<file path="config.mk">
export PLATFORM = sky130hd
export DESIGN_NAME = fifo_sector_buffer_cache_core
export DESIGN_NICKNAME = d
export VERILOG_FILES = /design/src/rtl/core/fsbc_pkg.sv /design/src/rtl/core/fifo_sector_buffer_cache_core.sv /design/src/rtl/core/fsbc_dir_ram.sv /design/src/rtl/core/fsbc_ctrl.sv
export SDC_FILE = /design/constraint.sdc
export NUM_CORES = 2
export LEC_CHECK = 0
export BUFFER_PORTS_ARGS = -buffer_cell sky130_fd_sc_hd__buf_2
export CAP_MARGIN = 20
export CORE_MARGIN = 3
export CORE_UTILIZATION = 63
export CTS_CLUSTER_DIAMETER = 30
export DETAILED_ROUTE_END_ITERATION = 10
export GPL_TIMING_DRIVEN = 1
export PLACE_DENSITY = 0.78
export SLEW_MARGIN = 20
export SYNTH_ARGS = -nofsm -noshare
export SYNTH_HDL_FRONTEND = slang
export SYNTH_HIERARCHICAL = 1
export SYNTH_SLANG_ARGS = --single-unit
</file>
<file path="constraint.sdc">
create_clock -name clk -period 7.1 [get_ports clk]
set_input_delay 1.065 -clock clk [delete_from_list [all_inputs] [get_ports clk]]
set_output_delay 1.065 -clock clk [all_outputs]
set_load 0.01 [all_outputs]
</file>
<file path="src/rtl/core/fsbc_pkg.sv">
// ----------------------------------------------------------------------------
// fsbc_pkg
// Shared types for the FIFO sector buffer cache directory: commands, result
// kinds, sequencer states and the structs passed between modules.
// ----------------------------------------------------------------------------
package fsbc_pkg;

	typedef enum logic [1:0] {
		CMD_LOOKUP = 2'd0,
		CMD_INSERT = 2'd1,
		CMD_DIRTY  = 2'd2,
		CMD_FLUSH  = 2'd3
	} cmd_t;

	typedef enum logic [1:0] {
		KIND_LOOKUP    = 2'd0,
		KIND_READ      = 2'd1,
		KIND_WRITEBACK = 2'd2
	} kind_t;

	typedef enum logic [2:0] {
		ST_IDLE,
		ST_RD,
		ST_CHK,
		ST_ADV,
		ST_WRITE,
		ST_MARK,
		ST_EMIT
	} state_t;

	typedef struct packed {
		kind_t       kind;
		logic [31:0] sector;
		logic [5:0]  slot;
		logic        hit;
		logic        last;
	} res_t;

	typedef struct packed {
		logic valid;
		res_t res;
	} out_req_t;

	typedef struct packed {
		logic tag_we;
		logic dirty_we;
		logic dirty_val;
	} wr_ctl_t;

endpackage

</file>
<file path="src/rtl/core/fifo_sector_buffer_cache_core.sv">
// Insert writes the tag, first reading the oldest entry when the ring is
// full and emitting its write-back when it is dirty; mark-dirty writes the
// dirty bit. Lookup and flush scan the live entries by directory read, tag
// compare and ring step; results leave while the output register is free.
// One command is in work at a time; input stays low until the command ends.
// Reset: asynchronous, active low; clears control, ring pointer, count, out valid.
// ----------------------------------------------------------------------------
// fifo_sector_buffer_cache_core
// Tag directory of a sector cache kept as a FIFO ring: lookup, insert with
// eviction and write-back, mark dirty, and flush of dirty entries.
// ----------------------------------------------------------------------------
module fifo_sector_buffer_cache_core
	import fsbc_pkg::*;
#(
	parameter int CACHE_SLOTS = 64
) (
	input  logic        clk,
	input  logic        arst_n,
	input  logic        in_valid,
	output logic        in_ready,
	input  logic [1:0]  command,
	input  logic [31:0] sector,
	input  logic [5:0]  slot_index,
	output logic        out_valid,
	input  logic        out_ready,
	output logic [1:0]  kind,
	output logic [31:0] disk_sector,
	output logic [5:0]  slot,
	output logic        hit,
	output logic        last
);

	localparam int SW = $clog2(CACHE_SLOTS);

	out_req_t      req;
	wr_ctl_t       wr;
	logic [SW-1:0] waddr, raddr;
	logic [31:0]   tag_wdata, rd_tag;
	logic          rd_dirty;
	logic          res_take;
	logic          out_valid_q;
	res_t          out_q;

	// Sequencer: one command at a time, one ring entry per scan step
	fsbc_ctrl #(.CACHE_SLOTS(CACHE_SLOTS)) u_ctrl (
		.clk        (clk),
		.arst_n     (arst_n),
		.in_valid   (in_valid),
		.in_ready   (in_ready),
		.command    (command),
		.sector     (sector),
		.slot_index (slot_index),
		.req        (req),
		.res_take   (res_take),
		.wr         (wr),
		.waddr      (waddr),
		.tag_wdata  (tag_wdata),
		.raddr      (raddr),
		.rd_tag     (rd_tag),
		.rd_dirty   (rd_dirty)
	);

	// Directory storage: tags and dirty bits
	fsbc_dir_ram #(.DEPTH(CACHE_SLOTS)) u_ram (
		.clk       (clk),
		.wr        (wr),
		.waddr     (waddr),
		.tag_wdata (tag_wdata),
		.raddr     (raddr),
		.rd_tag    (rd_tag),
		.rd_dirty  (rd_dirty)
	);

	// Output register: take a new result when empty or when the current
	// transfer completes in this cycle, so the sequencer rarely waits.
	assign res_take = req.valid && (!out_valid_q || out_ready);

	always_ff @(posedge clk or negedge arst_n) begin
		if (!arst_n) begin
			out_valid_q <= 1'b0;
		end else if (res_take) begin
			out_valid_q <= 1'b1;
		end else if (out_ready) begin
			out_valid_q <= 1'b0;
		end
	end

	// Hold the payload until its transfer completes
	always_ff @(posedge clk) begin
		if (res_take) begin
			out_q <= req.res;
		end
	end

	assign out_valid   = out_valid_q;
	assign kind        = out_q.kind;
	assign disk_sector = out_q.sector;
	assign slot        = out_q.slot;
	assign hit         = out_q.hit;
	assign last        = out_q.last;

endmodule

</file>
<file path="src/rtl/core/fsbc_dir_ram.sv">
// ----------------------------------------------------------------------------
// fsbc_dir_ram
// Tag and dirty-bit arrays of the directory, one shared write address and
// one read address, registered read data.
// ----------------------------------------------------------------------------
module fsbc_dir_ram
	import fsbc_pkg::*;
#(
	parameter int DEPTH = 64,
	localparam int AW = $clog2(DEPTH)
) (
	input  logic          clk,
	input  wr_ctl_t       wr,
	input  logic [AW-1:0] waddr,
	input  logic [31:0]   tag_wdata,
	input  logic [AW-1:0] raddr,
	output logic [31:0]   rd_tag,
	output logic          rd_dirty
);

	logic [31:0] tag_mem [DEPTH];
	logic        dirty_mem [DEPTH];

	always_ff @(posedge clk) begin
		if (wr.tag_we) begin
			tag_mem[waddr] <= tag_wdata;
		end
		rd_tag <= tag_mem[raddr];
	end

	always_ff @(posedge clk) begin
		if (wr.dirty_we) begin
			dirty_mem[waddr] <= wr.dirty_val;
		end
		rd_dirty <= dirty_mem[raddr];
	end

endmodule

</file>
<file path="src/rtl/core/fsbc_ctrl.sv">
// ----------------------------------------------------------------------------
// fsbc_ctrl
// Command sequencer: walks the ring one entry at a time through the shared
// tag compare and ring-pointer step, and issues result requests.
// ----------------------------------------------------------------------------
module fsbc_ctrl
	import fsbc_pkg::*;
#(
	parameter int CACHE_SLOTS = 64,
	localparam int SW = $clog2(CACHE_SLOTS),
	localparam int CW = $clog2(CACHE_SLOTS + 1)
) (
	input  logic          clk,
	input  logic          arst_n,
	input  logic          in_valid,
	output logic          in_ready,
	input  logic [1:0]    command,
	input  logic [31:0]   sector,
	input  logic [5:0]    slot_index,
	output out_req_t      req,
	input  logic          res_take,
	output wr_ctl_t       wr,
	output logic [SW-1:0] waddr,
	output logic [31:0]   tag_wdata,
	output logic [SW-1:0] raddr,
	input  logic [31:0]   rd_tag,
	input  logic          rd_dirty
);

	localparam int XW = (SW > 6) ? SW + 1 : 7;
	localparam int PW = (SW > 6) ? SW : 6;
	localparam logic [SW-1:0] LastPos = SW'(CACHE_SLOTS - 1);
	localparam logic [CW-1:0] FullCnt = CW'(CACHE_SLOTS);

	state_t        state_q, state_d, ret_q;
	cmd_t          cmd_q;
	logic [31:0]   sec_q;
	logic [5:0]    sidx_q;
	logic [SW-1:0] oldest_q, pos_q, i_q;
	logic [CW-1:0] count_q;
	logic          pend_v_q;
	logic [31:0]   pend_sec_q;
	logic [SW-1:0] pend_pos_q;
	res_t          res_q;

	logic          in_fire, match, last_idx, mark_ok;
	logic [SW-1:0] pos_inc, oldest_inc, wpos;
	logic [SW:0]   wsum;
	logic [XW-1:0] sidx_x, oldest_x, off_x;

	function automatic logic [5:0] slot6(input logic [SW-1:0] p);
		logic [PW-1:0] t;
		t = PW'(p);
		return t[5:0];
	endfunction

	assign in_fire = in_valid && in_ready;

	// Shared compare and ring step
	assign match      = (rd_tag == sec_q);
	assign last_idx   = (CW'(i_q) + CW'(1)) == count_q;
	assign pos_inc    = (pos_q == LastPos) ? '0 : pos_q + SW'(1);
	assign oldest_inc = (oldest_q == LastPos) ? '0 : oldest_q + SW'(1);
	assign wsum       = (SW + 1)'(oldest_q) + (SW + 1)'(count_q);
	assign wpos       = (wsum >= (SW + 1)'(CACHE_SLOTS)) ?
	                    SW'(wsum - (SW + 1)'(CACHE_SLOTS)) : SW'(wsum);

	// Ring offset of the slot to mark dirty
	assign sidx_x   = XW'(sidx_q);
	assign oldest_x = XW'(oldest_q);
	assign off_x    = (sidx_x < oldest_x) ? sidx_x - oldest_x + XW'(CACHE_SLOTS)
	                                      : sidx_x - oldest_x;
	assign mark_ok  = (sidx_x < XW'(CACHE_SLOTS)) && (off_x < XW'(count_q));

	always_comb begin
		state_d = state_q;
		unique case (state_q)
			ST_IDLE: begin
				if (in_fire) begin
					unique case (cmd_t'(command))
						CMD_LOOKUP: state_d = (count_q == '0) ? ST_EMIT : ST_RD;
						CMD_INSERT: state_d = (count_q == FullCnt) ? ST_RD : ST_WRITE;
						CMD_DIRTY:  state_d = ST_MARK;
						CMD_FLUSH:  state_d = (count_q == '0) ? ST_IDLE : ST_RD;
					endcase
				end
			end
			ST_RD: state_d = ST_CHK;
			ST_CHK: begin
				unique case (cmd_q)
					CMD_LOOKUP: state_d = match ? ST_EMIT : ST_ADV;
					CMD_INSERT: state_d = rd_dirty ? ST_EMIT : ST_WRITE;
					CMD_FLUSH:  state_d = (rd_dirty && pend_v_q) ? ST_EMIT : ST_ADV;
					CMD_DIRTY:  state_d = ST_IDLE;
				endcase
			end
			ST_ADV: begin
				if (!last_idx) begin
					state_d = ST_RD;
				end else if (cmd_q == CMD_LOOKUP || pend_v_q) begin
					state_d = ST_EMIT;
				end else begin
					state_d = ST_IDLE;
				end
			end
			ST_WRITE: state_d = ST_EMIT;
			ST_MARK:  state_d = ST_IDLE;
			ST_EMIT:  state_d = res_take ? ret_q : ST_EMIT;
			default:  state_d = ST_IDLE;
		endcase
	end

	always_comb begin
		in_ready     = (state_q == ST_IDLE);
		req.valid    = (state_q == ST_EMIT);
		req.res      = res_q;
		wr.tag_we    = (state_q == ST_WRITE);
		wr.dirty_we  = (state_q == ST_WRITE) || (state_q == ST_MARK && mark_ok);
		wr.dirty_val = (state_q == ST_MARK);
		waddr        = (state_q == ST_MARK) ? SW'(sidx_x) : wpos;
		tag_wdata    = sec_q;
		raddr        = pos_q;
	end

	always_ff @(posedge clk or negedge arst_n) begin
		if (!arst_n) begin
			state_q  <= ST_IDLE;
			ret_q    <= ST_IDLE;
			cmd_q    <= CMD_LOOKUP;
			oldest_q <= '0;
			count_q  <= '0;
			pend_v_q <= 1'b0;
		end else begin
			state_q <= state_d;
			unique case (state_q)
				ST_IDLE: begin
					if (in_fire) begin
						cmd_q    <= cmd_t'(command);
						pend_v_q <= 1'b0;
						ret_q    <= ST_IDLE;
					end
				end
				ST_CHK: begin
					if (cmd_q == CMD_INSERT) begin
						oldest_q <= oldest_inc;
						count_q  <= FullCnt - CW'(1);
						ret_q    <= ST_WRITE;
					end else if (cmd_q == CMD_FLUSH && rd_dirty) begin
						pend_v_q <= 1'b1;
						ret_q    <= ST_ADV;
					end else begin
						ret_q <= ST_IDLE;
					end
				end
				ST_ADV: begin
					if (last_idx) begin
						pend_v_q <= 1'b0;
						ret_q    <= ST_IDLE;
					end
				end
				ST_WRITE: begin
					count_q <= count_q + CW'(1);
					ret_q   <= ST_IDLE;
				end
				ST_RD, ST_MARK, ST_EMIT: begin
				end
				default: begin
				end
			endcase
		end
	end

	// Payload registers: hold the latched item, scan position and result
	always_ff @(posedge clk) begin
		unique case (state_q)
			ST_IDLE: begin
				if (in_fire) begin
					sec_q  <= sector;
					sidx_q <= slot_index;
					pos_q  <= oldest_q;
					i_q    <= '0;
					res_q  <= '{kind: KIND_LOOKUP, sector: sector, slot: 6'd0,
					           hit: 1'b0, last: 1'b1};
				end
			end
			ST_CHK: begin
				unique case (cmd_q)
					CMD_LOOKUP: begin
						res_q <= '{kind: KIND_LOOKUP, sector: sec_q, slot: slot6(pos_q),
						           hit: 1'b1, last: 1'b1};
					end
					CMD_INSERT: begin
						res_q <= '{kind: KIND_WRITEBACK, sector: rd_tag, slot: slot6(pos_q),
						           hit: 1'b0, last: 1'b0};
					end
					CMD_FLUSH: begin
						if (rd_dirty) begin
							res_q <= '{kind: KIND_WRITEBACK, sector: pend_sec_q,
							           slot: slot6(pend_pos_q), hit: 1'b0, last: 1'b0};
							pend_sec_q <= rd_tag;
							pend_pos_q <= pos_q;
						end
					end
					CMD_DIRTY: begin
					end
				endcase
			end
			ST_ADV: begin
				if (!last_idx) begin
					i_q   <= i_q + SW'(1);
					pos_q <= pos_inc;
				end else if (cmd_q == CMD_LOOKUP) begin
					res_q <= '{kind: KIND_LOOKUP, sector: sec_q, slot: 6'd0,
					           hit: 1'b0, last: 1'b1};
				end else begin
					res_q <= '{kind: KIND_WRITEBACK, sector: pend_sec_q,
					           slot: slot6(pend_pos_q), hit: 1'b0, last: 1'b1};
				end
			end
			ST_WRITE: begin
				res_q <= '{kind: KIND_READ, sector: sec_q, slot: slot6(wpos),
				           hit: 1'b0, last: 1'b1};
			end
			ST_RD, ST_MARK, ST_EMIT: begin
			end
			default: begin
			end
		endcase
	end

`ifndef SYNTHESIS
	a_count_bound: assert property (@(posedge clk) disable iff (!arst_n)
		count_q <= FullCnt)
		else $error("entry count above cache size");

	a_write_grows: assert property (@(posedge clk) disable iff (!arst_n)
		state_q == ST_WRITE |=> count_q == $past(count_q) + CW'(1))
		else $error("insert did not grow the ring");

	a_pend_flush: assert property (@(posedge clk) disable iff (!arst_n)
		pend_v_q |-> cmd_q == CMD_FLUSH)
		else $error("pending write-back outside a flush");

	a_hit_lookup: assert property (@(posedge clk) disable iff (!arst_n)
		req.valid && req.res.hit |-> req.res.kind == KIND_LOOKUP && req.res.last)
		else $error("hit flag on a non-lookup result");
`endif

endmodule
</file>
==> results.yml <==
status:
  status: "finished clean"
timing:
  fin_crit_sh_pct: 80.3
  min_period_ns: 5.70
  max_slew_margin_pct: 13.4
  drv_slew: 0
  finalSetupViolCount: 0
  fin_setup_tns_ns: 0
  clock-skew-final_ns: 0.0436
  tightest_slew_ns: 1.30
  rsz0062_at_grt: "no"
  hold_viol: 0
  fmax_mhz: 175
critical_path:
  criticalPathCategory: "reg -> reg"
  r2r_slack_ns: 1.40
  cp.arrival_ns: 6.33
  start_kind: "flop"
  cp_data_required_time_ns: 7.73
  worst_setup_path_end_kind: "flop"
  cp_max_fo: 35
pwr:
  power.total_w: 0.0479
  pwr_density_cell_nw_per_um2: 445
  p_clk_share_pct: 40.4
  p_int_w: 0.0326
  combPwrFrac_pct: 23.3
  p_sw_w: 0.0153
  netSwitchingFraction_pct: 32.0
  ir_drop_mv: 0.497
  p_leak_nw: 34.9
  p_seq_share_pct: 36.2
cts:
  cts_buffers: 393
  cts_tree: "done"
  cts_max_path_buffers: 4
  htree_levels: 5
  cts.reportedPaths.clkPinSlew_ns: 0.05
  cts_hold_buffers: 0
  clock_latency_ns: 0.95
  post_cts_resized: 0
  cts-root-buf: "clkbuf_16"
  post_cts_buffers: 0
  numClockSinks: 2339
route:
  avgViaCountPerCell: 7.45
  post-route-drc-count: 0
  vias: 51327
  firstDrtPassIters: 9
  initialDrtViolationCount: 8565
  wl_per_cell_um: 39.2
  postRouteAntennaNets: 0
  drt_wl_total_mm: 270
global_routing:
  grt.met3_usage_pct: 11.3
  grt_use_total_pct: 35.7
  gr-max-usage-layer: "met2"
  antenna_found_initial: 13
  grt_pass1_wl_mm: 371
  grt_pass1_vias: 49999
  overflow: 0
  grt_max_degree: 115
  grt_use_met2_pct: 54.0
  grt_use_met1_pct: 48.4
logic_synthesis:
  synth_edf_count: 2284
  ys_warn_count: 6
  ys_types: 67
  ys_seq_area_share_pct: 77.1
  synthArstFlopShare_pct: 0.941
  synth_area_um2: 90500
  yosys_most_used_dff: "edfxtp_1"
  avgSynthCellArea_um2: 21.0
  ys_ff_latch: 2339
  syn_inst: 4308
  synth_nets: 4377
die:
  dieArea_um2: 148000
  initial_core_util_pct: 63.7
  fp.dieW_um: 385
  pin_count: 88
  core-area_um2: 142000
  die_h_um: 385
  std_cell_rows: 138
layout:
  final_common_cell: "edfxtp_1"
  fill_cells: 6680
  drive_gt1_share_pct: 30.1
  final_nets: 4750
  seqCellArea_um2: 69800
  area_growth_pct: 18.9
  fin_cells: 6892
  multi_input_area_um2: 19800
  layout_common_cells: "edfxtp_1, mux4_2, clkbuf_16"
place:
  gp_congestion: 0.965
  io_buffers: 87
  dp_hpwl_mm: 128
  placed_cells: 6141
hold_path:
  hold_path_class: "in -> async"
job:
  maxCapViolations: 0
-- through the flow --
stage | worst slack [ns] | cell area, um^2 | util [%] | hold slack [ns]
2_1_floorplan | 2.12 | 90500 | - | 0.400
3_3_place_gp | 1.81 | 93400 | 65.7 | 0.401
3_5_place_dp | 1.66 | 93500 | 65.8 | 0.405
4_1_cts | 1.39 | 107000 | 75.1 | 0.150
5_1_grt | 1.20 | 108000 | 75.7 | 0.180
6_report | 1.40 | 108000 | 75.7 | 0.162
-- path summary, 6_finish.rpt --
kind,from,endpoint,cells past startpoint
setup / recovery,u_ctrl/state_q[0],u_ram/tag_mem[9][18],8
min in group clk,slot_index[4],u_ctrl/sidx_q[4],1
max in group asynchronous,arst_n,u_ctrl/cmd_q[0],1
hold reg to reg,u_ctrl/req[7],slot[5],0
hold / removal,arst_n,u_ctrl/oldest_q[0],1
setup reg to reg,u_ctrl/state_q[0],u_ram/tag_mem[9][18],8
-- critical path, cell delays in order (launching register included) --
cell and delay (ns):
dfrtp_1 0.60, nand3b_1 0.44, inv_1 0.91, buf_4 0.45
nand2_1 0.09, o21ai_1 0.62, nand2_1 0.85, nor2_4 1.07
buf_4 0.29
-- cells in the mapped netlist (all sizes together) (6+ instances only) --
master / number / area, um^2
a211oi: 63 / 488
a21o: 6 / 45.0
a21oi: 103 / 515
a221oi: 81 / 728
a22o: 35 / 307
a22oi: 59 / 443
a311oi: 11 / 96.3
a31o: 8 / 70.1
buf: 136 / 925
clkbuf: 106 / 399
dfrtp: 22 / 551
dfxtp: 33 / 661
edfxtp: 2284 / 68600
ha: 23 / 288
inv: 35 / 131
mux2: 13 / 146
mux2i: 81 / 811
mux4: 514 / 11600
nand2: 90 / 338
nand2b: 15 / 101
nand3: 19 / 95.1
nand3b: 12 / 90.1
nand4: 7 / 43.8
nor2: 265 / 995
nor2b: 23 / 144
nor3: 8 / 40.0
nor4: 10 / 62.6
o21ai: 30 / 150
o221ai: 17 / 149
o22ai: 83 / 519
or3b: 7 / 61.3
xnor2: 19 / 166
xor2: 42 / 368
-- power groups by stage --
stage | logic, W | registers, W | clock network [W]
after floorplan | 0.00627 | 0.0176 | 0
after global placement | 0.00999 | 0.0175 | 0
after detailed placement | 0.0102 | 0.0175 | 0
after CTS | 0.0106 | 0.0173 | 0.0193
after global routing | 0.0114 | 0.0174 | 0.0200
final | 0.0112 | 0.0173 | 0.0194
-- cell families (layout without fill, tap and decap cells) --
kind of cell / after synthesis / after routing / synth area share [%]
AOI/OAI and AO/OA: 521 / 521 / 4.12
xor gates and xnor gates: 62 / 62 / 0.615
adders and majority gates: 25 / 25 / 0.362
buffers and inverters: 278 / 965 / 1.61
DFF: 2339 / 2339 / 77.1
muxes: 608 / 608 / 13.8
other: 0 / 7 / 0
and+or+nand+nor: 475 / 475 / 2.32
-- flip-flops by register name (all words and copies together), names as in the netlist, 7 cells and up --
signal,count
u_ram/tag_mem,2048
u_ram/dirty_mem,64
u_ctrl/req,42
disk_sector,32
u_ctrl/pend_sec_q,32
u_ctrl/tag_wdata,32
u_ram/rd_tag,32
u_ctrl/count_q,7
-- metal layers --
| layer | wire, um | up-vias |
|---|---|---|
| met5 | 94 | - |
| met4 | 17300 | 14 |
| li1 | - | 18943 |
| met3 | 39100 | 945 |
| met2 | 125000 | 5165 |
| met1 | 88900 | 26260 |
-- area by class of cell --
class                   instances  area share (%)
well taps                    1890            2.20
clock buffers                 433            9.43
clock inverters               276            2.95
multi-input cells            1691            18.4
repair buffers                220            1.98
inverters                      36           0.126
flip-flops and latches       2339            64.9
diodes                          7          0.0163
Power figures use the tool's default switching activity.
